### src/design/epmsc_pkg.sv
// ---------------------------------------------------------------------------
// epmsc_pkg
// Types and constants of the encoder PID speed controller.
// ---------------------------------------------------------------------------
`default_nettype none

package epmsc_pkg;

    localparam int WORK_W    = 64;   // datapath word of the serial units
    localparam int MUL_B_W   = 28;   // multiplier operand, one bit per cycle
    localparam int DIV_D_W   = 24;   // divisor width
    localparam int DIV_STEPS = WORK_W;

    localparam int CFG_IDX_W  = 3;
    localparam int CFG_DATA_W = 24;

    localparam logic [MUL_B_W-1:0] RAW_SCALE = 28'd256000000;
    localparam logic [MUL_B_W-1:0] US_PER_S_M = 28'd1000000;
    localparam logic [DIV_D_W-1:0] US_PER_S_D = 24'd1000000;
    localparam logic [DIV_D_W-1:0] FILT_DIV   = 24'd5;

    localparam logic signed [WORK_W-1:0] DERIV_SAT = 64'sd35184372088832;
    localparam logic signed [WORK_W-1:0] SPEED_MAX = 64'sd268435455;
    localparam logic signed [WORK_W-1:0] SPEED_MIN = -64'sd268435456;

    localparam int INTEGRAL_LIMIT_DEF = 65536;
    localparam int BOOST_PWM_MIN_DEF  = 60;
    localparam int BOOST_PWM_MAX_DEF  = 120;
    localparam int START_RAMP_US_DEF  = 500000;
    localparam int RUN_PWM_DEF        = 40;

    typedef enum logic [CFG_IDX_W-1:0] {
        CFG_PROP_GAIN   = 3'd0,
        CFG_INTEG_GAIN  = 3'd1,
        CFG_DERIV_GAIN  = 3'd2,
        CFG_TICK_PERIOD = 3'd3,
        CFG_PWM_LIMIT   = 3'd4,
        CFG_PWM_DEADBND = 3'd5,
        CFG_MOVING_THR  = 3'd6,
        CFG_FF_GAIN     = 3'd7
    } cfg_idx_t;

    typedef enum logic [3:0] {
        ST_IDLE,
        ST_RAW_MUL,
        ST_RAW_DIV,
        ST_FILT_DIV,
        ST_INT_MUL,
        ST_INT_DIV,
        ST_DER_MUL,
        ST_DER_DIV,
        ST_P_MUL,
        ST_I_MUL,
        ST_D_MUL,
        ST_F_MUL,
        ST_RUN_OUT,
        ST_BOOST_DIV,
        ST_DONE
    } state_t;

endpackage

`default_nettype wire

### src/design/epmsc_mul.sv
// ---------------------------------------------------------------------------
// epmsc_mul
// Bit-serial signed by unsigned multiplier, one multiplier bit per cycle.
// ---------------------------------------------------------------------------
`default_nettype none

module epmsc_mul (
    input  logic                                  aclk,
    input  logic                                  aresetn,
    input  logic                                  start,
    input  logic signed [epmsc_pkg::WORK_W-1:0]   a,
    input  logic        [epmsc_pkg::MUL_B_W-1:0]  b,
    output logic                                  done,
    output logic signed [epmsc_pkg::WORK_W-1:0]   product
);
    import epmsc_pkg::*;

    localparam int CNT_W = $clog2(MUL_B_W);

    logic               busy_reg, busy_next;
    logic               done_reg, done_next;
    logic [CNT_W-1:0]   cnt_reg, cnt_next;
    logic [WORK_W-1:0]  mcand_reg, mcand_next;
    logic [MUL_B_W-1:0] mplier_reg, mplier_next;
    logic [WORK_W-1:0]  acc_reg, acc_next;
    logic               neg_reg, neg_next;

    always_comb begin
        busy_next   = busy_reg;
        done_next   = 1'b0;
        cnt_next    = cnt_reg;
        mcand_next  = mcand_reg;
        mplier_next = mplier_reg;
        acc_next    = acc_reg;
        neg_next    = neg_reg;
        if (start) begin
            busy_next   = 1'b1;
            cnt_next    = '0;
            mcand_next  = a[WORK_W-1] ? $unsigned(-a) : $unsigned(a);
            mplier_next = b;
            acc_next    = '0;
            neg_next    = a[WORK_W-1];
        end else if (busy_reg) begin
            if (mplier_reg[0]) begin
                acc_next = acc_reg + mcand_reg;
            end
            mcand_next  = mcand_reg << 1;
            mplier_next = mplier_reg >> 1;
            cnt_next    = cnt_reg + 1'b1;
            if (cnt_reg == CNT_W'(MUL_B_W - 1)) begin
                busy_next = 1'b0;
                done_next = 1'b1;
            end
        end
    end

    always_ff @(posedge aclk) begin
        if (!aresetn) begin
            busy_reg <= 1'b0;
            done_reg <= 1'b0;
            cnt_reg  <= '0;
        end else begin
            busy_reg <= busy_next;
            done_reg <= done_next;
            cnt_reg  <= cnt_next;
        end
        mcand_reg  <= mcand_next;
        mplier_reg <= mplier_next;
        acc_reg    <= acc_next;
        neg_reg    <= neg_next;
    end

    assign done    = done_reg;
    assign product = neg_reg ? -$signed(acc_reg) : $signed(acc_reg);

endmodule

`default_nettype wire

### src/design/epmsc_div.sv
// ---------------------------------------------------------------------------
// epmsc_div
// Restoring divider, one quotient bit per cycle, truncating toward zero.
// ---------------------------------------------------------------------------
`default_nettype none

module epmsc_div (
    input  logic                                  aclk,
    input  logic                                  aresetn,
    input  logic                                  start,
    input  logic signed [epmsc_pkg::WORK_W-1:0]   dividend,
    input  logic        [epmsc_pkg::DIV_D_W-1:0]  divisor,
    output logic                                  done,
    output logic signed [epmsc_pkg::WORK_W-1:0]   quotient
);
    import epmsc_pkg::*;

    localparam int CNT_W = $clog2(DIV_STEPS);

    logic               busy_reg, busy_next;
    logic               done_reg, done_next;
    logic [CNT_W-1:0]   cnt_reg, cnt_next;
    logic [WORK_W-1:0]  work_reg, work_next;
    logic [DIV_D_W:0]   rem_reg, rem_next;
    logic [DIV_D_W-1:0] dvs_reg, dvs_next;
    logic               neg_reg, neg_next;
    logic [DIV_D_W:0]   shifted;
    logic               qbit;

    always_comb begin
        shifted = {rem_reg[DIV_D_W-1:0], work_reg[WORK_W-1]};
        qbit    = (shifted >= {1'b0, dvs_reg});
    end

    always_comb begin
        busy_next = busy_reg;
        done_next = 1'b0;
        cnt_next  = cnt_reg;
        work_next = work_reg;
        rem_next  = rem_reg;
        dvs_next  = dvs_reg;
        neg_next  = neg_reg;
        if (start) begin
            busy_next = 1'b1;
            cnt_next  = '0;
            work_next = dividend[WORK_W-1] ? $unsigned(-dividend) : $unsigned(dividend);
            rem_next  = '0;
            dvs_next  = divisor;
            neg_next  = dividend[WORK_W-1];
        end else if (busy_reg) begin
            rem_next  = qbit ? (shifted - {1'b0, dvs_reg}) : shifted;
            work_next = {work_reg[WORK_W-2:0], qbit};
            cnt_next  = cnt_reg + 1'b1;
            if (cnt_reg == CNT_W'(DIV_STEPS - 1)) begin
                busy_next = 1'b0;
                done_next = 1'b1;
            end
        end
    end

    always_ff @(posedge aclk) begin
        if (!aresetn) begin
            busy_reg <= 1'b0;
            done_reg <= 1'b0;
            cnt_reg  <= '0;
        end else begin
            busy_reg <= busy_next;
            done_reg <= done_next;
            cnt_reg  <= cnt_next;
        end
        work_reg <= work_next;
        rem_reg  <= rem_next;
        dvs_reg  <= dvs_next;
        neg_reg  <= neg_next;
    end

    assign done     = done_reg;
    assign quotient = neg_reg ? -$signed(work_reg) : $signed(work_reg);

endmodule

`default_nettype wire

### src/design/encoder_pid_motor_speed_controller.sv
// ---------------------------------------------------------------------------
// encoder_pid_motor_speed_controller
// Quadrature-count PID speed loop with start boost, one motor channel.
// ---------------------------------------------------------------------------
// One item is handled at a time. An encoder edge beat passes through the done
// state into the result register once that register is free. A control tick
// runs a sequencer over one bit-serial multiplier and one restoring divider:
// a manual tick does the raw-speed multiply and divide and the filter divide,
// a boost tick adds the boost divide, a run tick adds the integral and
// derivative multiply-divide pairs, four gain multiplies and the output clamp;
// a zero period skips them all. The input is ready again as the result is
// loaded. The result sits in an output register, so a new beat is taken as
// soon as the sequencer is back in idle, even while the last result waits.
// ---------------------------------------------------------------------------
`default_nettype none

module encoder_pid_motor_speed_controller #(
    parameter int INTEGRAL_LIMIT = epmsc_pkg::INTEGRAL_LIMIT_DEF,
    parameter int BOOST_PWM_MIN  = epmsc_pkg::BOOST_PWM_MIN_DEF,
    parameter int BOOST_PWM_MAX  = epmsc_pkg::BOOST_PWM_MAX_DEF,
    parameter int START_RAMP_US  = epmsc_pkg::START_RAMP_US_DEF,
    parameter int RUN_PWM        = epmsc_pkg::RUN_PWM_DEF
) (
    input  logic                                    aclk,
    input  logic                                    aresetn,
    // configuration
    input  logic                                    cfg_we,
    input  logic [epmsc_pkg::CFG_IDX_W-1:0]         cfg_index,
    input  logic [epmsc_pkg::CFG_DATA_W-1:0]        cfg_data,
    // input beats
    input  logic                                    s_valid,
    output logic                                    s_ready,
    input  logic                                    s_op,
    input  logic                                    s_enc_a,
    input  logic                                    s_enc_b,
    input  logic signed [28:0]                      s_target_speed,
    input  logic                                    s_manual_mode,
    input  logic signed [12:0]                      s_manual_pwm,
    // result beats
    output logic                                    m_valid,
    input  logic                                    m_ready,
    output logic signed [12:0]                      m_pwm_signed,
    output logic [11:0]                             m_duty,
    output logic                                    m_drive_forward,
    output logic                                    m_drive_backward,
    output logic signed [31:0]                      m_encoder_count,
    output logic signed [28:0]                      m_speed_estimate
);
    import epmsc_pkg::*;

    localparam logic [DIV_D_W-1:0]       RAMP     = DIV_D_W'(START_RAMP_US);
    localparam logic [WORK_W-1:0]        SP_LO    = WORK_W'(BOOST_PWM_MIN);
    localparam logic [WORK_W-1:0]        SP_HI    = WORK_W'(BOOST_PWM_MAX);
    localparam logic signed [WORK_W-1:0] INT_LIM  = WORK_W'(INTEGRAL_LIMIT);
    localparam logic signed [WORK_W-1:0] RUN_BIAS = WORK_W'(RUN_PWM) <<< 16;

    // clamp to +-limit, then force small magnitudes to zero
    function automatic logic signed [12:0] drive_pwm(
        input logic signed [13:0] req,
        input logic [11:0]        lim,
        input logic [11:0]        db
    );
        logic signed [13:0] lims;
        logic signed [13:0] v;
        logic signed [13:0] mag;
        lims = $signed({2'b00, lim});
        if (req > lims)
            v = lims;
        else if (req < -lims)
            v = -lims;
        else
            v = req;
        mag = v[13] ? -v : v;
        if (mag < $signed({2'b00, db}))
            v = '0;
        return v[12:0];
    endfunction

    function automatic logic signed [WORK_W-1:0] sext32(input logic signed [31:0] v);
        return {{(WORK_W-32){v[31]}}, v};
    endfunction

    // config registers
    logic [15:0] prop_gain_reg, prop_gain_next;
    logic [15:0] integ_gain_reg, integ_gain_next;
    logic [15:0] deriv_gain_reg, deriv_gain_next;
    logic [19:0] period_reg, period_next;
    logic [11:0] pwm_limit_reg, pwm_limit_next;
    logic [11:0] deadband_reg, deadband_next;
    logic [23:0] moving_thr_reg, moving_thr_next;
    logic [15:0] ff_gain_reg, ff_gain_next;

    // loop state
    state_t             state_reg, state_next;
    logic signed [31:0] pos_reg, pos_next;
    logic signed [31:0] last_tick_reg, last_tick_next;
    logic signed [28:0] filt_reg, filt_next;
    logic signed [31:0] integ_reg, integ_next;
    logic signed [29:0] last_err_reg, last_err_next;
    logic [23:0]        boost_reg, boost_next;
    logic signed [28:0] last_target_reg, last_target_next;
    logic signed [12:0] applied_reg, applied_next;

    // per-tick working registers
    logic signed [28:0]       target_reg, target_next;
    logic                     manual_reg, manual_next;
    logic signed [29:0]       err_reg, err_next;
    logic signed [46:0]       deriv_reg, deriv_next;
    logic signed [WORK_W-1:0] acc_reg, acc_next;

    // result register
    logic               m_valid_reg, m_valid_next;
    logic signed [12:0] out_pwm_reg, out_pwm_next;
    logic [11:0]        out_duty_reg, out_duty_next;
    logic               out_fwd_reg, out_fwd_next;
    logic               out_bwd_reg, out_bwd_next;
    logic signed [31:0] out_count_reg, out_count_next;
    logic signed [28:0] out_speed_reg, out_speed_next;

    // serial units
    logic                     mul_start, mul_done;
    logic signed [WORK_W-1:0] mul_a, mul_product;
    logic [MUL_B_W-1:0]       mul_b;
    logic                     div_start, div_done;
    logic signed [WORK_W-1:0] div_n, div_q;
    logic [DIV_D_W-1:0]       div_d;

    logic in_fire;

    assign s_ready = (state_reg == ST_IDLE);
    assign in_fire = s_valid && s_ready;

    epmsc_mul u_mul (
        .aclk    (aclk),
        .aresetn (aresetn),
        .start   (mul_start),
        .a       (mul_a),
        .b       (mul_b),
        .done    (mul_done),
        .product (mul_product)
    );

    epmsc_div u_div (
        .aclk     (aclk),
        .aresetn  (aresetn),
        .start    (div_start),
        .dividend (div_n),
        .divisor  (div_d),
        .done     (div_done),
        .quotient (div_q)
    );

    always_comb begin
        logic signed [31:0]       delta;
        logic signed [WORK_W-1:0] filt64;
        logic signed [WORK_W-1:0] fsat;
        logic signed [28:0]       fnew;
        logic signed [29:0]       err;
        logic signed [29:0]       fmag;
        logic                     moving;
        logic [24:0]              bt_sum;
        logic [23:0]              bt;
        logic [23:0]              bmin;
        logic signed [WORK_W-1:0] isum;
        logic signed [30:0]       ediff;
        logic signed [WORK_W-1:0] t64;
        logic signed [WORK_W-1:0] ff;
        logic signed [WORK_W-1:0] lim64;
        logic signed [WORK_W-1:0] accc;
        logic signed [WORK_W-1:0] accq;
        logic signed [13:0]       sp;

        delta  = pos_reg - last_tick_reg;
        filt64 = {{(WORK_W-29){filt_reg[28]}}, filt_reg};
        fsat   = '0;
        fnew   = '0;
        err    = '0;
        fmag   = '0;
        moving = 1'b0;
        bt_sum = '0;
        bt     = '0;
        bmin   = '0;
        isum   = '0;
        ediff  = '0;
        t64    = {{(WORK_W-29){target_reg[28]}}, target_reg};
        ff     = '0;
        lim64  = $signed({{(WORK_W-12){1'b0}}, pwm_limit_reg}) <<< 16;
        accc   = '0;
        accq   = '0;
        sp     = '0;

        prop_gain_next  = prop_gain_reg;
        integ_gain_next = integ_gain_reg;
        deriv_gain_next = deriv_gain_reg;
        period_next     = period_reg;
        pwm_limit_next  = pwm_limit_reg;
        deadband_next   = deadband_reg;
        moving_thr_next = moving_thr_reg;
        ff_gain_next    = ff_gain_reg;

        state_next       = state_reg;
        pos_next         = pos_reg;
        last_tick_next   = last_tick_reg;
        filt_next        = filt_reg;
        integ_next       = integ_reg;
        last_err_next    = last_err_reg;
        boost_next       = boost_reg;
        last_target_next = last_target_reg;
        applied_next     = applied_reg;
        target_next      = target_reg;
        manual_next      = manual_reg;
        err_next         = err_reg;
        deriv_next       = deriv_reg;
        acc_next         = acc_reg;

        m_valid_next   = m_valid_reg && !m_ready;
        out_pwm_next   = out_pwm_reg;
        out_duty_next  = out_duty_reg;
        out_fwd_next   = out_fwd_reg;
        out_bwd_next   = out_bwd_reg;
        out_count_next = out_count_reg;
        out_speed_next = out_speed_reg;

        mul_start = 1'b0;
        mul_a     = '0;
        mul_b     = '0;
        div_start = 1'b0;
        div_n     = '0;
        div_d     = '0;

        if (cfg_we) begin
            case (cfg_idx_t'(cfg_index))
                CFG_PROP_GAIN:   prop_gain_next  = cfg_data[15:0];
                CFG_INTEG_GAIN:  integ_gain_next = cfg_data[15:0];
                CFG_DERIV_GAIN:  deriv_gain_next = cfg_data[15:0];
                CFG_TICK_PERIOD: period_next     = cfg_data[19:0];
                CFG_PWM_LIMIT:   pwm_limit_next  = cfg_data[11:0];
                CFG_PWM_DEADBND: deadband_next   = cfg_data[11:0];
                CFG_MOVING_THR:  moving_thr_next = cfg_data[23:0];
                CFG_FF_GAIN:     ff_gain_next    = cfg_data[15:0];
                default: ;
            endcase
        end

        case (state_reg)
            ST_IDLE: begin
                if (in_fire) begin
                    if (!s_op) begin
                        pos_next   = (s_enc_a == s_enc_b) ? pos_reg + 32'sd1 : pos_reg - 32'sd1;
                        state_next = ST_DONE;
                    end else begin
                        target_next = s_target_speed;
                        manual_next = s_manual_mode;
                        if (s_manual_mode) begin
                            applied_next = drive_pwm({s_manual_pwm[12], s_manual_pwm},
                                                     pwm_limit_reg, deadband_reg);
                        end else if (s_target_speed != last_target_reg) begin
                            boost_next       = '0;
                            last_target_next = s_target_speed;
                        end
                        last_tick_next = pos_reg;
                        if (period_reg == '0) begin
                            state_next = ST_DONE;
                        end else begin
                            mul_start  = 1'b1;
                            mul_a      = sext32(delta);
                            mul_b      = RAW_SCALE;
                            state_next = ST_RAW_MUL;
                        end
                    end
                end
            end
            ST_RAW_MUL: begin
                if (mul_done) begin
                    div_start  = 1'b1;
                    div_n      = mul_product;
                    div_d      = {4'b0, period_reg};
                    state_next = ST_RAW_DIV;
                end
            end
            ST_RAW_DIV: begin
                // 0.6 / 0.4 smoothing as (3*old + 2*raw) / 5
                if (div_done) begin
                    div_start  = 1'b1;
                    div_n      = filt64 + (filt64 <<< 1) + (div_q <<< 1);
                    div_d      = FILT_DIV;
                    state_next = ST_FILT_DIV;
                end
            end
            ST_FILT_DIV: begin
                if (div_done) begin
                    if (div_q > SPEED_MAX)
                        fsat = SPEED_MAX;
                    else if (div_q < SPEED_MIN)
                        fsat = SPEED_MIN;
                    else
                        fsat = div_q;
                    fnew      = fsat[28:0];
                    filt_next = fnew;
                    err       = {target_reg[28], target_reg} - {fnew[28], fnew};
                    fmag      = fnew[28] ? -{fnew[28], fnew} : {fnew[28], fnew};
                    moving    = (fmag >= $signed({6'b0, moving_thr_reg}));
                    err_next  = err;
                    if (manual_reg) begin
                        state_next = ST_DONE;
                    end else if (target_reg == '0) begin
                        integ_next    = '0;
                        last_err_next = '0;
                        boost_next    = '0;
                        applied_next  = '0;
                        state_next    = ST_DONE;
                    end else if (moving) begin
                        mul_start  = 1'b1;
                        mul_a      = {{(WORK_W-30){err[29]}}, err};
                        mul_b      = {8'b0, period_reg};
                        state_next = ST_INT_MUL;
                    end else begin
                        // start boost: ramp from BOOST_PWM_MIN to BOOST_PWM_MAX
                        bt_sum        = {1'b0, boost_reg} + {5'b0, period_reg};
                        bt            = bt_sum[24] ? 24'hFFFFFF : bt_sum[23:0];
                        boost_next    = bt;
                        last_err_next = err;
                        bmin          = (bt < RAMP) ? bt : RAMP;
                        div_start     = 1'b1;
                        div_n         = $signed(SP_LO * {40'b0, RAMP - bmin}
                                                + SP_HI * {40'b0, bmin});
                        div_d         = RAMP;
                        state_next    = ST_BOOST_DIV;
                    end
                end
            end
            ST_INT_MUL: begin
                if (mul_done) begin
                    div_start  = 1'b1;
                    div_n      = mul_product;
                    div_d      = US_PER_S_D;
                    state_next = ST_INT_DIV;
                end
            end
            ST_INT_DIV: begin
                if (div_done) begin
                    isum = sext32(integ_reg) + div_q;
                    if (isum > INT_LIM)
                        isum = INT_LIM;
                    else if (isum < -INT_LIM)
                        isum = -INT_LIM;
                    integ_next = isum[31:0];
                    ediff      = {err_reg[29], err_reg} - {last_err_reg[29], last_err_reg};
                    mul_start  = 1'b1;
                    mul_a      = {{(WORK_W-31){ediff[30]}}, ediff};
                    mul_b      = US_PER_S_M;
                    state_next = ST_DER_MUL;
                end
            end
            ST_DER_MUL: begin
                if (mul_done) begin
                    div_start  = 1'b1;
                    div_n      = mul_product;
                    div_d      = {4'b0, period_reg};
                    state_next = ST_DER_DIV;
                end
            end
            ST_DER_DIV: begin
                if (div_done) begin
                    if (div_q > DERIV_SAT)
                        deriv_next = DERIV_SAT[46:0];
                    else if (div_q < -DERIV_SAT)
                        deriv_next = -DERIV_SAT[46:0];
                    else
                        deriv_next = div_q[46:0];
                    last_err_next = err_reg;
                    acc_next      = '0;
                    mul_start     = 1'b1;
                    mul_a         = {{(WORK_W-30){err_reg[29]}}, err_reg};
                    mul_b         = {12'b0, prop_gain_reg};
                    state_next    = ST_P_MUL;
                end
            end
            ST_P_MUL: begin
                if (mul_done) begin
                    acc_next   = acc_reg + mul_product;
                    mul_start  = 1'b1;
                    mul_a      = sext32(integ_reg);
                    mul_b      = {12'b0, integ_gain_reg};
                    state_next = ST_I_MUL;
                end
            end
            ST_I_MUL: begin
                if (mul_done) begin
                    acc_next   = acc_reg + mul_product;
                    mul_start  = 1'b1;
                    mul_a      = {{(WORK_W-47){deriv_reg[46]}}, deriv_reg};
                    mul_b      = {12'b0, deriv_gain_reg};
                    state_next = ST_D_MUL;
                end
            end
            ST_D_MUL: begin
                if (mul_done) begin
                    acc_next   = acc_reg + mul_product;
                    mul_start  = 1'b1;
                    mul_a      = t64[WORK_W-1] ? -t64 : t64;
                    mul_b      = {12'b0, ff_gain_reg};
                    state_next = ST_F_MUL;
                end
            end
            ST_F_MUL: begin
                if (mul_done) begin
                    ff         = RUN_BIAS + mul_product;
                    acc_next   = (target_reg > 29'sd0) ? acc_reg + ff : acc_reg - ff;
                    boost_next = '0;
                    state_next = ST_RUN_OUT;
                end
            end
            ST_RUN_OUT: begin
                // clamp in Q.16, then drop the fraction toward zero
                if (acc_reg > lim64)
                    accc = lim64;
                else if (acc_reg < -lim64)
                    accc = -lim64;
                else
                    accc = acc_reg;
                accq         = accc[WORK_W-1] ? -((-accc) >>> 16) : (accc >>> 16);
                applied_next = drive_pwm(accq[13:0], pwm_limit_reg, deadband_reg);
                state_next   = ST_DONE;
            end
            ST_BOOST_DIV: begin
                if (div_done) begin
                    sp           = (target_reg > 29'sd0) ? div_q[13:0] : -div_q[13:0];
                    applied_next = drive_pwm(sp, pwm_limit_reg, deadband_reg);
                    state_next   = ST_DONE;
                end
            end
            ST_DONE: begin
                if (!m_valid_reg || m_ready) begin
                    m_valid_next   = 1'b1;
                    out_pwm_next   = applied_reg;
                    out_duty_next  = applied_reg[12] ? 12'(-applied_reg) : applied_reg[11:0];
                    out_fwd_next   = (applied_reg > 13'sd0);
                    out_bwd_next   = applied_reg[12];
                    out_count_next = pos_reg;
                    out_speed_next = filt_reg;
                    state_next     = ST_IDLE;
                end
            end
            default: begin
                state_next = ST_IDLE;
            end
        endcase
    end

    always_ff @(posedge aclk) begin
        if (!aresetn) begin
            prop_gain_reg   <= 16'd256;
            integ_gain_reg  <= '0;
            deriv_gain_reg  <= '0;
            period_reg      <= 20'd10000;
            pwm_limit_reg   <= 12'd255;
            deadband_reg    <= '0;
            moving_thr_reg  <= 24'd2560;
            ff_gain_reg     <= '0;
            state_reg       <= ST_IDLE;
            pos_reg         <= '0;
            last_tick_reg   <= '0;
            filt_reg        <= '0;
            integ_reg       <= '0;
            last_err_reg    <= '0;
            boost_reg       <= '0;
            last_target_reg <= '0;
            applied_reg     <= '0;
            m_valid_reg     <= 1'b0;
        end else begin
            prop_gain_reg   <= prop_gain_next;
            integ_gain_reg  <= integ_gain_next;
            deriv_gain_reg  <= deriv_gain_next;
            period_reg      <= period_next;
            pwm_limit_reg   <= pwm_limit_next;
            deadband_reg    <= deadband_next;
            moving_thr_reg  <= moving_thr_next;
            ff_gain_reg     <= ff_gain_next;
            state_reg       <= state_next;
            pos_reg         <= pos_next;
            last_tick_reg   <= last_tick_next;
            filt_reg        <= filt_next;
            integ_reg       <= integ_next;
            last_err_reg    <= last_err_next;
            boost_reg       <= boost_next;
            last_target_reg <= last_target_next;
            applied_reg     <= applied_next;
            m_valid_reg     <= m_valid_next;
        end
        target_reg    <= target_next;
        manual_reg    <= manual_next;
        err_reg       <= err_next;
        deriv_reg     <= deriv_next;
        acc_reg       <= acc_next;
        out_pwm_reg   <= out_pwm_next;
        out_duty_reg  <= out_duty_next;
        out_fwd_reg   <= out_fwd_next;
        out_bwd_reg   <= out_bwd_next;
        out_count_reg <= out_count_next;
        out_speed_reg <= out_speed_next;
    end

    assign m_valid          = m_valid_reg;
    assign m_pwm_signed     = out_pwm_reg;
    assign m_duty           = out_duty_reg;
    assign m_drive_forward  = out_fwd_reg;
    assign m_drive_backward = out_bwd_reg;
    assign m_encoder_count  = out_count_reg;
    assign m_speed_estimate = out_speed_reg;

endmodule

`default_nettype wire

### config.mk
export PLATFORM = sky130hd
export DESIGN_NAME = encoder_pid_motor_speed_controller
export DESIGN_NICKNAME = d
export VERILOG_FILES = /design/src/design/epmsc_pkg.sv /design/src/design/epmsc_mul.sv /design/src/design/epmsc_div.sv /design/src/design/encoder_pid_motor_speed_controller.sv
export SDC_FILE = /design/constraint.sdc
export NUM_CORES = 2
export LEC_CHECK = 0
export ABC_AREA = 0
export BUFFER_PORTS_ARGS = -buffer_cell sky130_fd_sc_hd__clkbuf_2
export CAP_MARGIN = 40
export CORE_ASPECT_RATIO = 2
export CORE_MARGIN = 2
export CORE_UTILIZATION = 35
export CTS_CLUSTER_SIZE = 28
export DETAILED_ROUTE_END_ITERATION = 8
export GPL_TIMING_DRIVEN = 0
export PLACE_DENSITY = 0.56
export SETUP_SLACK_MARGIN = 0.15
export SYNTH_ARGS = -nofsm -noshare
export SYNTH_HDL_FRONTEND = slang
export SYNTH_SLANG_ARGS = --single-unit
### constraint.sdc
create_clock -name aclk -period 13.3 [get_ports aclk]
set_clock_uncertainty 0.1 [all_clocks]
set_input_delay 0.665 -clock aclk [delete_from_list [all_inputs] [get_ports aclk]]
set_output_delay 0.665 -clock aclk [all_outputs]
set_load 0.01 [all_outputs]
# Word level (Yosys, flattened, before mapping)
# Cells that the tools add are included.
[classes]
addsub = 34
mul = 2
div_mod_pow = 0
magnitude_cmp = 22
n_eq_ne = 47
shifts = 0
mux = 168
bitwise_logic = 5
reduce_logical = 46
[op_table]
columns = ["operator", "n"]
rows = [
  ["two-way mux 64 bit", 30],
  ["one-hot mux 64 bit (7 select lines)", 1],
  ["one-hot mux 64 bit (3 select lines)", 2],
  ["two-way mux 32 bit", 11],
  ["two-way mux 24 bit", 12],
  ["negation 64 bit", 4],
  ["two-way mux 14 bit", 18],
  ["one-hot mux 28 bit (7 select lines)", 1],
  ["adder 64 bit", 3],
  ["two-way mux 30 bit", 6],
  ["two-way mux 20 bit", 7],
  ["two-way mux 28 bit", 5],
  ["two-way mux 13 bit", 10],
  ["two-way mux 29 bit", 4],
  ["one-hot mux 20 bit (4 select lines)", 1],
  ["two-way mux 19 bit", 4],
  ["two-way mux 4 bit", 19],
  ["one-hot mux 24 bit (3 select lines)", 1],
  ["negation 14 bit", 5],
  ["adder 23 x 64 -> 64 bit (first input constant)", 1],
  ["adder 31 x 64 -> 64 bit", 1],
  ["adder 32 x 64 -> 64 bit", 1],
  ["> comparator 64 x 18 -> 1 bit (second input constant)", 1],
  ["> comparator 64 x 29 -> 1 bit", 1],
  ["other kinds (80)", 175],
]
[word_totals]
reg_bits = 902
latch_bits = 0
mem_bits_rw = 0
romBits = 0
inputBits = 78
output_inout_bits = 90
wordCells = 368
mem_count = 0

# Longest topological paths before layout
[depth]
word_depth = 18
ltp_mapped = 54
ltp_nobuf = 49

# Cells and area by module
# A second synthesis with hierarchy kept.
[unflattened]
hier_cells = 10328
area_unflattened_um2 = 83730.3
[modules_own_cells]
columns = ["module", "n_inst", "cells_each", "area_per_inst_um2", "seq_area_each_um2"]
rows = [
  ["encoder_pid_motor_speed_controller", 1, 7843, 62316.0, 14884.3],
  ["epmsc_mul", 1, 1521, 12726.0, 4214.0],
  ["epmsc_div", 1, 964, 8688.3, 3313.2],
]

# Worst setup path before layout
# OpenSTA, ideal clock, no wires.
[synth_path]
path_kind = "flip-flop to flip-flop"
start = "reg pwm_limit_reg[4]"
end = "reg applied_reg[3]"
setup_time_ps = 132
t_arrival_ps = 11386
required_ps = 13068
setup_slack_ps = 1682
path_stages_with_launch = 49
path_buffers = 6
synth_period_minus_slack_ps = 11618
cell_sequence = "dfxtp_1 > clkbuf_1 > nor3_1 > and2_1 > clkbuf_1 > nand2_1 > nor4_1 > ha_1 > a21o_1 > nand3_1 > a21oi_1 > or4_1 > a311o_1 > nand2_1 > clkbuf_1 > mux2i_1 > nor2_1 > xor2_1 > (+13 left out) > or4_1 > nand3_1 > clkbuf_1 > buf_1 > a21oi_1 > ha_1 > o2111a_1 > nor4b_1 > a21oi_1 > xor2_1 > a21oi_1 > ha_1 > a221oi_1 > o31a_1 > o31ai_1 > a22oi_1 > clkbuf_1 > o21ai_0"
[synth_between]
elab_chain_cells = 17
word_cells_on_any_way = 46
classes_between = "add/sub (7); order compare (11); mux (28)"
[synth_rtl]
columns = ["element", "line_no", "rtl"]
rows = [
  ["start: declaration", "encoder_pid_motor_speed_controller.sv:88", "logic [11:0] pwm_limit_reg, pwm_limit_next;"],
  ["start signal: assignment", "encoder_pid_motor_speed_controller.sv:476", "pwm_limit_reg <= pwm_limit_next;"],
  ["negation 28 -> 64 bit", "encoder_pid_motor_speed_controller.sv:418, encoder_pid_motor_speed_controller.sv:419", ""],
  ["< comparator 64 bit", "encoder_pid_motor_speed_controller.sv:418", "else if (acc_reg < -lim64)"],
  ["two-way mux 64 bit", "encoder_pid_motor_speed_controller.sv:418", ""],
  ["two-way mux 64 bit", "encoder_pid_motor_speed_controller.sv:416", "if (acc_reg > lim64)"],
  ["two-way mux 64 bit", "encoder_pid_motor_speed_controller.sv:245", "case (state_reg)"],
  ["negation 30 bit", "encoder_pid_motor_speed_controller.sv:422", "accq = accc[WORK_W-1] ? -((-accc) >>> 16) : (accc >>> 16);"],
  ["negation 14 bit", "encoder_pid_motor_speed_controller.sv:422", ""],
  ["two-way mux 14 bit", "encoder_pid_motor_speed_controller.sv:422", ""],
  ["< comparator 14 bit", "encoder_pid_motor_speed_controller.sv:69", "else if (req < -lims)"],
  ["two-way mux 14 bit", "encoder_pid_motor_speed_controller.sv:69", ""],
  ["two-way mux 14 bit", "encoder_pid_motor_speed_controller.sv:67", "if (req > lims)"],
  ["two-way mux 14 bit", "encoder_pid_motor_speed_controller.sv:245", ""],
  ["negation 14 bit", "encoder_pid_motor_speed_controller.sv:73", "mag = v[13] ? -v : v;"],
  ["two-way mux 14 bit", "encoder_pid_motor_speed_controller.sv:73", ""],
  ["< comparator 14 x 13 -> 1 bit", "encoder_pid_motor_speed_controller.sv:74", "if (mag < $signed({2'b00, db}))"],
  ["two-way mux 13 bit", "encoder_pid_motor_speed_controller.sv:74", ""],
  ["one-hot mux 13 bit (4 select lines) *", "encoder_pid_motor_speed_controller.sv:245", ""],
  ["end signal: assignment", "encoder_pid_motor_speed_controller.sv:488", "applied_reg <= applied_next;"],
  ["end: declaration", "encoder_pid_motor_speed_controller.sv:102", "logic signed [12:0] applied_reg, applied_next;"],
]
# Mark *: on every way between the ends. The rest lies on a longest branch, timed or not. The select of a mux whose other input is x is not followed.
# A chain may end at the register's enable or synchronous reset.

# Worst setup path after layout
[layout_path]
start = "reg u_div.neg_reg"
end = "reg u_mul.mcand_reg[44], data pin"
[layout_between]
elab_chain_cells = 17
word_cells_on_any_way = 24
classes_between = "add/sub (3); order compare (3); mux (18)"
[layout_rtl]
columns = ["element", "line_no", "rtl"]
rows = [
  ["start: declaration", "epmsc_div.sv:26", "logic neg_reg, neg_next;"],
  ["start signal: assignment", "epmsc_div.sv:74", "neg_reg <= neg_next;"],
  ["two-way mux 64 bit *", "epmsc_div.sv:78", "assign quotient = neg_reg ? -$signed(work_reg) : $signed(work_reg);"],
  ["< comparator 64 x 29 -> 1 bit", "encoder_pid_motor_speed_controller.sv:294", "else if (div_q < SPEED_MIN)"],
  ["two-way mux 29 bit", "encoder_pid_motor_speed_controller.sv:294", ""],
  ["two-way mux 29 bit *", "encoder_pid_motor_speed_controller.sv:292", "if (div_q > SPEED_MAX)"],
  ["two-way mux 29 bit *", "encoder_pid_motor_speed_controller.sv:291", "if (div_done) begin"],
  ["two-way mux 29 bit *", "encoder_pid_motor_speed_controller.sv:245", ""],
  ["negation 30 bit", "encoder_pid_motor_speed_controller.sv:301", "fmag = fnew[28] ? -{fnew[28], fnew} : {fnew[28], fnew};"],
  ["two-way mux 30 bit", "encoder_pid_motor_speed_controller.sv:301", ""],
  ["(+2 left out)", "n/a", ""],
  ["two-way mux 64 bit", "encoder_pid_motor_speed_controller.sv:306", "end else if (target_reg == '0) begin"],
  ["two-way mux 64 bit", "encoder_pid_motor_speed_controller.sv:304", "if (manual_reg) begin"],
  ["two-way mux 64 bit", "encoder_pid_motor_speed_controller.sv:291", ""],
  ["one-hot mux 64 bit (7 select lines)", "encoder_pid_motor_speed_controller.sv:245", ""],
  ["negation 64 bit", "epmsc_mul.sv:39", "mcand_next = a[WORK_W-1] ? $unsigned(-a) : $unsigned(a);"],
  ["two-way mux 64 bit", "epmsc_mul.sv:39", ""],
  ["two-way mux 64 bit *", "epmsc_mul.sv:36", "if (start) begin"],
  ["via u_mul.mcand_next[44]", "epmsc_mul.sv:23", "logic [WORK_W-1:0] mcand_reg, mcand_next;"],
  ["end signal: assignment", "epmsc_mul.sv:67", "mcand_reg <= mcand_next;"],
  ["end: declaration", "epmsc_mul.sv:23", ""],
]
# Mark *: on every way through the listed nets, which the timed path passes. The rest lies on a longest branch. The select of a mux whose other input is x is not followed.

==> impl_results.md <==
* Clock buffer depth at 3
* Root Driver: clkbuf_16
* WL per Instance at 30.4 um
* YS warnings at 0
* Clock power frac at 16.7%
* Critical Path End Type: flip-flop
* Via density at 5.99
* #FFs+latches synth at 896
* Grt total ovfl at 0
* First-pass GRT wire length at 626000 um
* Ys async rst share at 0%
* Post-detail-place hpwl at 372000 um
* CP Buf/Inv Count at 17
* Critical Path Source Type: flip-flop
* Post-Synth Simple-Gate Area at 21.4%
* PD cells at 183 nW/um^2
* Initial core utilization at 35.2%
* Kind of critical path: flip-flop to flip-flop
* Fmax at 77.8 MHz
* CP top delay family: buffers and inverters
* Final Hold Vio Count at 0
* CTS H-tree lvls at 3
* Leak at 40.5 nW
* CTS clk-pin slew, worst paths at 70 ps
* Minimum clock period after layout at 12850 ps
* Final antenna-violating net count at 0
* TritonCTS Buffers at 93
* Fin crit share at 96.6%
* Layout net count at 12400
* Dominant cells by area after synthesis: edfxtp_1, ha_1, dfxtp_1
* CTS tree: yes
* Syn-to-layout area delta at 14.9%
* CP max stage delay at 730 ps
* DR DRC count at 0
* DR pass1 iterations at 8
* Status: completed
* Main combinational cell family by area after synthesis: compound AO/OA/AOI/OAI gates
* Violation count after the first detailed-route iteration at 7146
* Initial antenna violation count at 23
* Post-synth top area share at 15.2%
* Adder-cell area share of the yosys netlist at 13.9%
* Combinational Power Share at 61.7%
* Final setup violation count at 0
* Cells after Synth at 10700
* Syn avg cell area at 8.00 um^2
* Maximum vdd ir drop at 0.000150 V
* Pint at 8.92 mW
* Xor and xnor area share after synthesis at 9.11%
* Num rows at 257
* All-Layer GR Usage at 34.8%
* Sequential share of the synthesized area at 25.9%
* WL final at 448000 um
* EDFF count, synth at 435
* Clock sink total at 896
* DR vias at 88200
* Synth area leader: edfxtp_1
* Clk Latency, worst-skew pair at 790 ps
* Worst slack, placed at -3100 ps
* Multiplexer share of the synthesized area at 1.76%
* Port Buffers at 152
* Critical-path top delay cell: edfxtp_1
* Placed cell areas at 94100 um^2
* Die Span Y at 705 um
* NetSw at 9.15 mW
* I/O pin count at 168
* Finished Layout Cells at 14700
* GP Congestion at 1.05
* Max-slew violation count at 0
* Synthesized area at 86000 um^2
* Slew headroom at 17.7%
* Pin count of the biggest net entering global routing at 57
* Layout Cell Area excl Fill at 98900 um^2
* Compound-Gate Fraction of Synth Area at 23.1%
* Reg power frac at 21.6%
* Vias in the first global route at 87600
* Data required time of the critical path at 13720 ps
* RSZ-0062 raised after global routing: no
* Die area at 250000 um^2
* Max_cap viols at 0
* Layout cell share with drive strength beyond 1 at 8.66%
* Core box area at 245000 um^2
* Worst Hold Class: input pin to flip-flop
* Final worst setup slack at 448 ps
* Worst Path Arrival at 13270 ps
* Slew @ Worst Pin at 1230 ps
* Switching Fraction at 50.6%
* Placed instance count at 14500
* Die W at 355 um
* Main synth FF type: dfxtp_1
* Worst-path fanout max at 10
* Post-synth cell types at 105
[path summary, 6_finish.rpt]
| path | start | endpoint | slack, ps | cells past startpoint |
|---|---|---|---|---|
| worst max-delay path | u_div.neg_reg$_DFFE_PP_ | u_mul.mcand_reg[44]$_DFFE_PP_ | 450 | 54 |
| worst min-delay path | s_target_speed[5] | target_reg[5]$_DFFE_PP_ | 40 | 1 |
| worst max register to register | u_div.neg_reg$_DFFE_PP_ | u_mul.mcand_reg[44]$_DFFE_PP_ | 450 | 54 |
| worst min register to register | last_tick_reg[8]$_SDFFE_PN0P_ | last_tick_reg[8]$_SDFFE_PN0P_ | 360 | 2 |
[power by group through the flow]
stage	Combinational [mW]	Sequential (mW)	Clock, mW
finish	11.1	3.91	3.01
floorplan	7.16	3.64	0
detailed placement	10.7	3.95	0
CTS	10.8	3.89	3.05
global placement	10.3	3.97	0
global route	12.0	3.92	3.13
[worst register-to-register path, delay by kind of cell (launching register included)]
| family | cells | cell delay (ps) |
|---|---|---|
| and+or+nand+nor | 13 | 2260 |
| xor gates and xnor gates | 2 | 360 |
| DFF | 1 | 730 |
| adders and majority gates | 3 | 690 |
| AOI/OAI and AO/OA | 19 | 3810 |
| buffers and inverters | 17 | 4660 |
[through the flow]
stage / util [%] / power [mW] / TNS [ps] / hold WS [ps]
after global placement: 37.2 / 14.2 / -2972890 / 350
after detailed placement: 38.4 / 14.6 / -551290 / 355
after global routing: 40.4 / 19.1 / 0 / 17.5
final: 40.4 / 18.1 / 0 / 35.1
after floorplan: - / 10.8 / 0 / 331
after CTS: 40.1 / 17.7 / 0 / 0.734
[per-layer routing]
metal	global-route usage (%)	share of wire, %
met3	5.88	5.2
met1	31.9	32
met5	0	0.018
met4	39.7	14
met2	61.2	49
[final cells by class]
| type | count | area [um^2] |
|---|---|---|
| clock inverters | 67 | 865 |
| multi-input cells | 8806 | 60600 |
| inverters | 594 | 2240 |
| repair buffers | 520 | 4330 |
| well taps | 3237 | 4050 |
| fillers | 25000 | 146000 |
| clock buffers | 108 | 2520 |
| flip-flops and latches | 896 | 22300 |
| plain buffers | 483 | 1950 |
| diodes | 25 | 62.6 |
[synth_stat cells, drive strengths merged, types with 49 or more instances]
| master | count |
|---|---|
| a22oi | 68 |
| dfxtp | 461 |
| o41ai | 49 |
| a211oi | 108 |
| o211a | 71 |
| nor3 | 251 |
| nor2b | 145 |
| o31ai | 105 |
| nand4 | 110 |
| o211ai | 93 |
| clkbuf | 417 |
| and2 | 98 |
| a31oi | 134 |
| nand3 | 291 |
| fa | 110 |
| o21bai | 57 |
| or3 | 126 |
| nand2b | 158 |
| a21oi | 762 |
| a21o | 218 |
| xnor2 | 545 |
| o21a | 107 |
| ha | 773 |
| or2 | 58 |
| nor4 | 129 |
| nor2 | 819 |
| o21ai | 583 |
| mux2i | 130 |
| edfxtp | 435 |
| xor2 | 350 |
| inv | 585 |
| and3 | 105 |
| nand2 | 1330 |
| or4 | 56 |
| buf | 66 |
| a21boi | 223 |
[cells in the final DEF (no fill, tap or decap), types with 93 or more instances in the layout]
master,n
nand2_1,1324
nor2_1,808
ha_1,769
a21oi_1,752
inv_1,582
o21ai_0,571
xnor2_1,530
dfxtp_1,458
edfxtp_1,435
clkbuf_1,386
xor2_1,340
nand3_1,287
nor3_1,242
buf_4,219
a21boi_0,218
a21o_1,217
clkbuf_2,184
nand2b_1,156
nor2b_1,145
a31oi_1,133
mux2i_1,130
or3_1,125
nand4_1,110
fa_1,110
nor4_1,109
o21a_1,107
a211oi_1,105
and3_1,102
o31ai_1,100
clkbuf_16,96
and2_1,95
o211ai_1,93
[logic make-up (layout without fill, tap and decap cells)]
group | Yosys count | count (layout)
AND/OR/NAND/NOR | 3830 | 3830
XOR/XNOR | 895 | 895
adder cells (fa/ha/maj) | 895 | 895
buffers and inverters | 1077 | 1772
flip-flops | 896 | 896
multiplexers | 149 | 149
other | 2 | 57
AO/OA/AOI/OAI | 3005 | 3005
[repair_timing]
item / in CTS / in global routing
hold buffers: 16 / 0
endpoints found under the hold margin: 16 / 0
gates resized for setup: 61 / 91
setup endpoints to repair: 511 / 111
buffers inserted: 13 / 20
pin swaps: 8 / 10
Power figures use the tool's default switching activity.
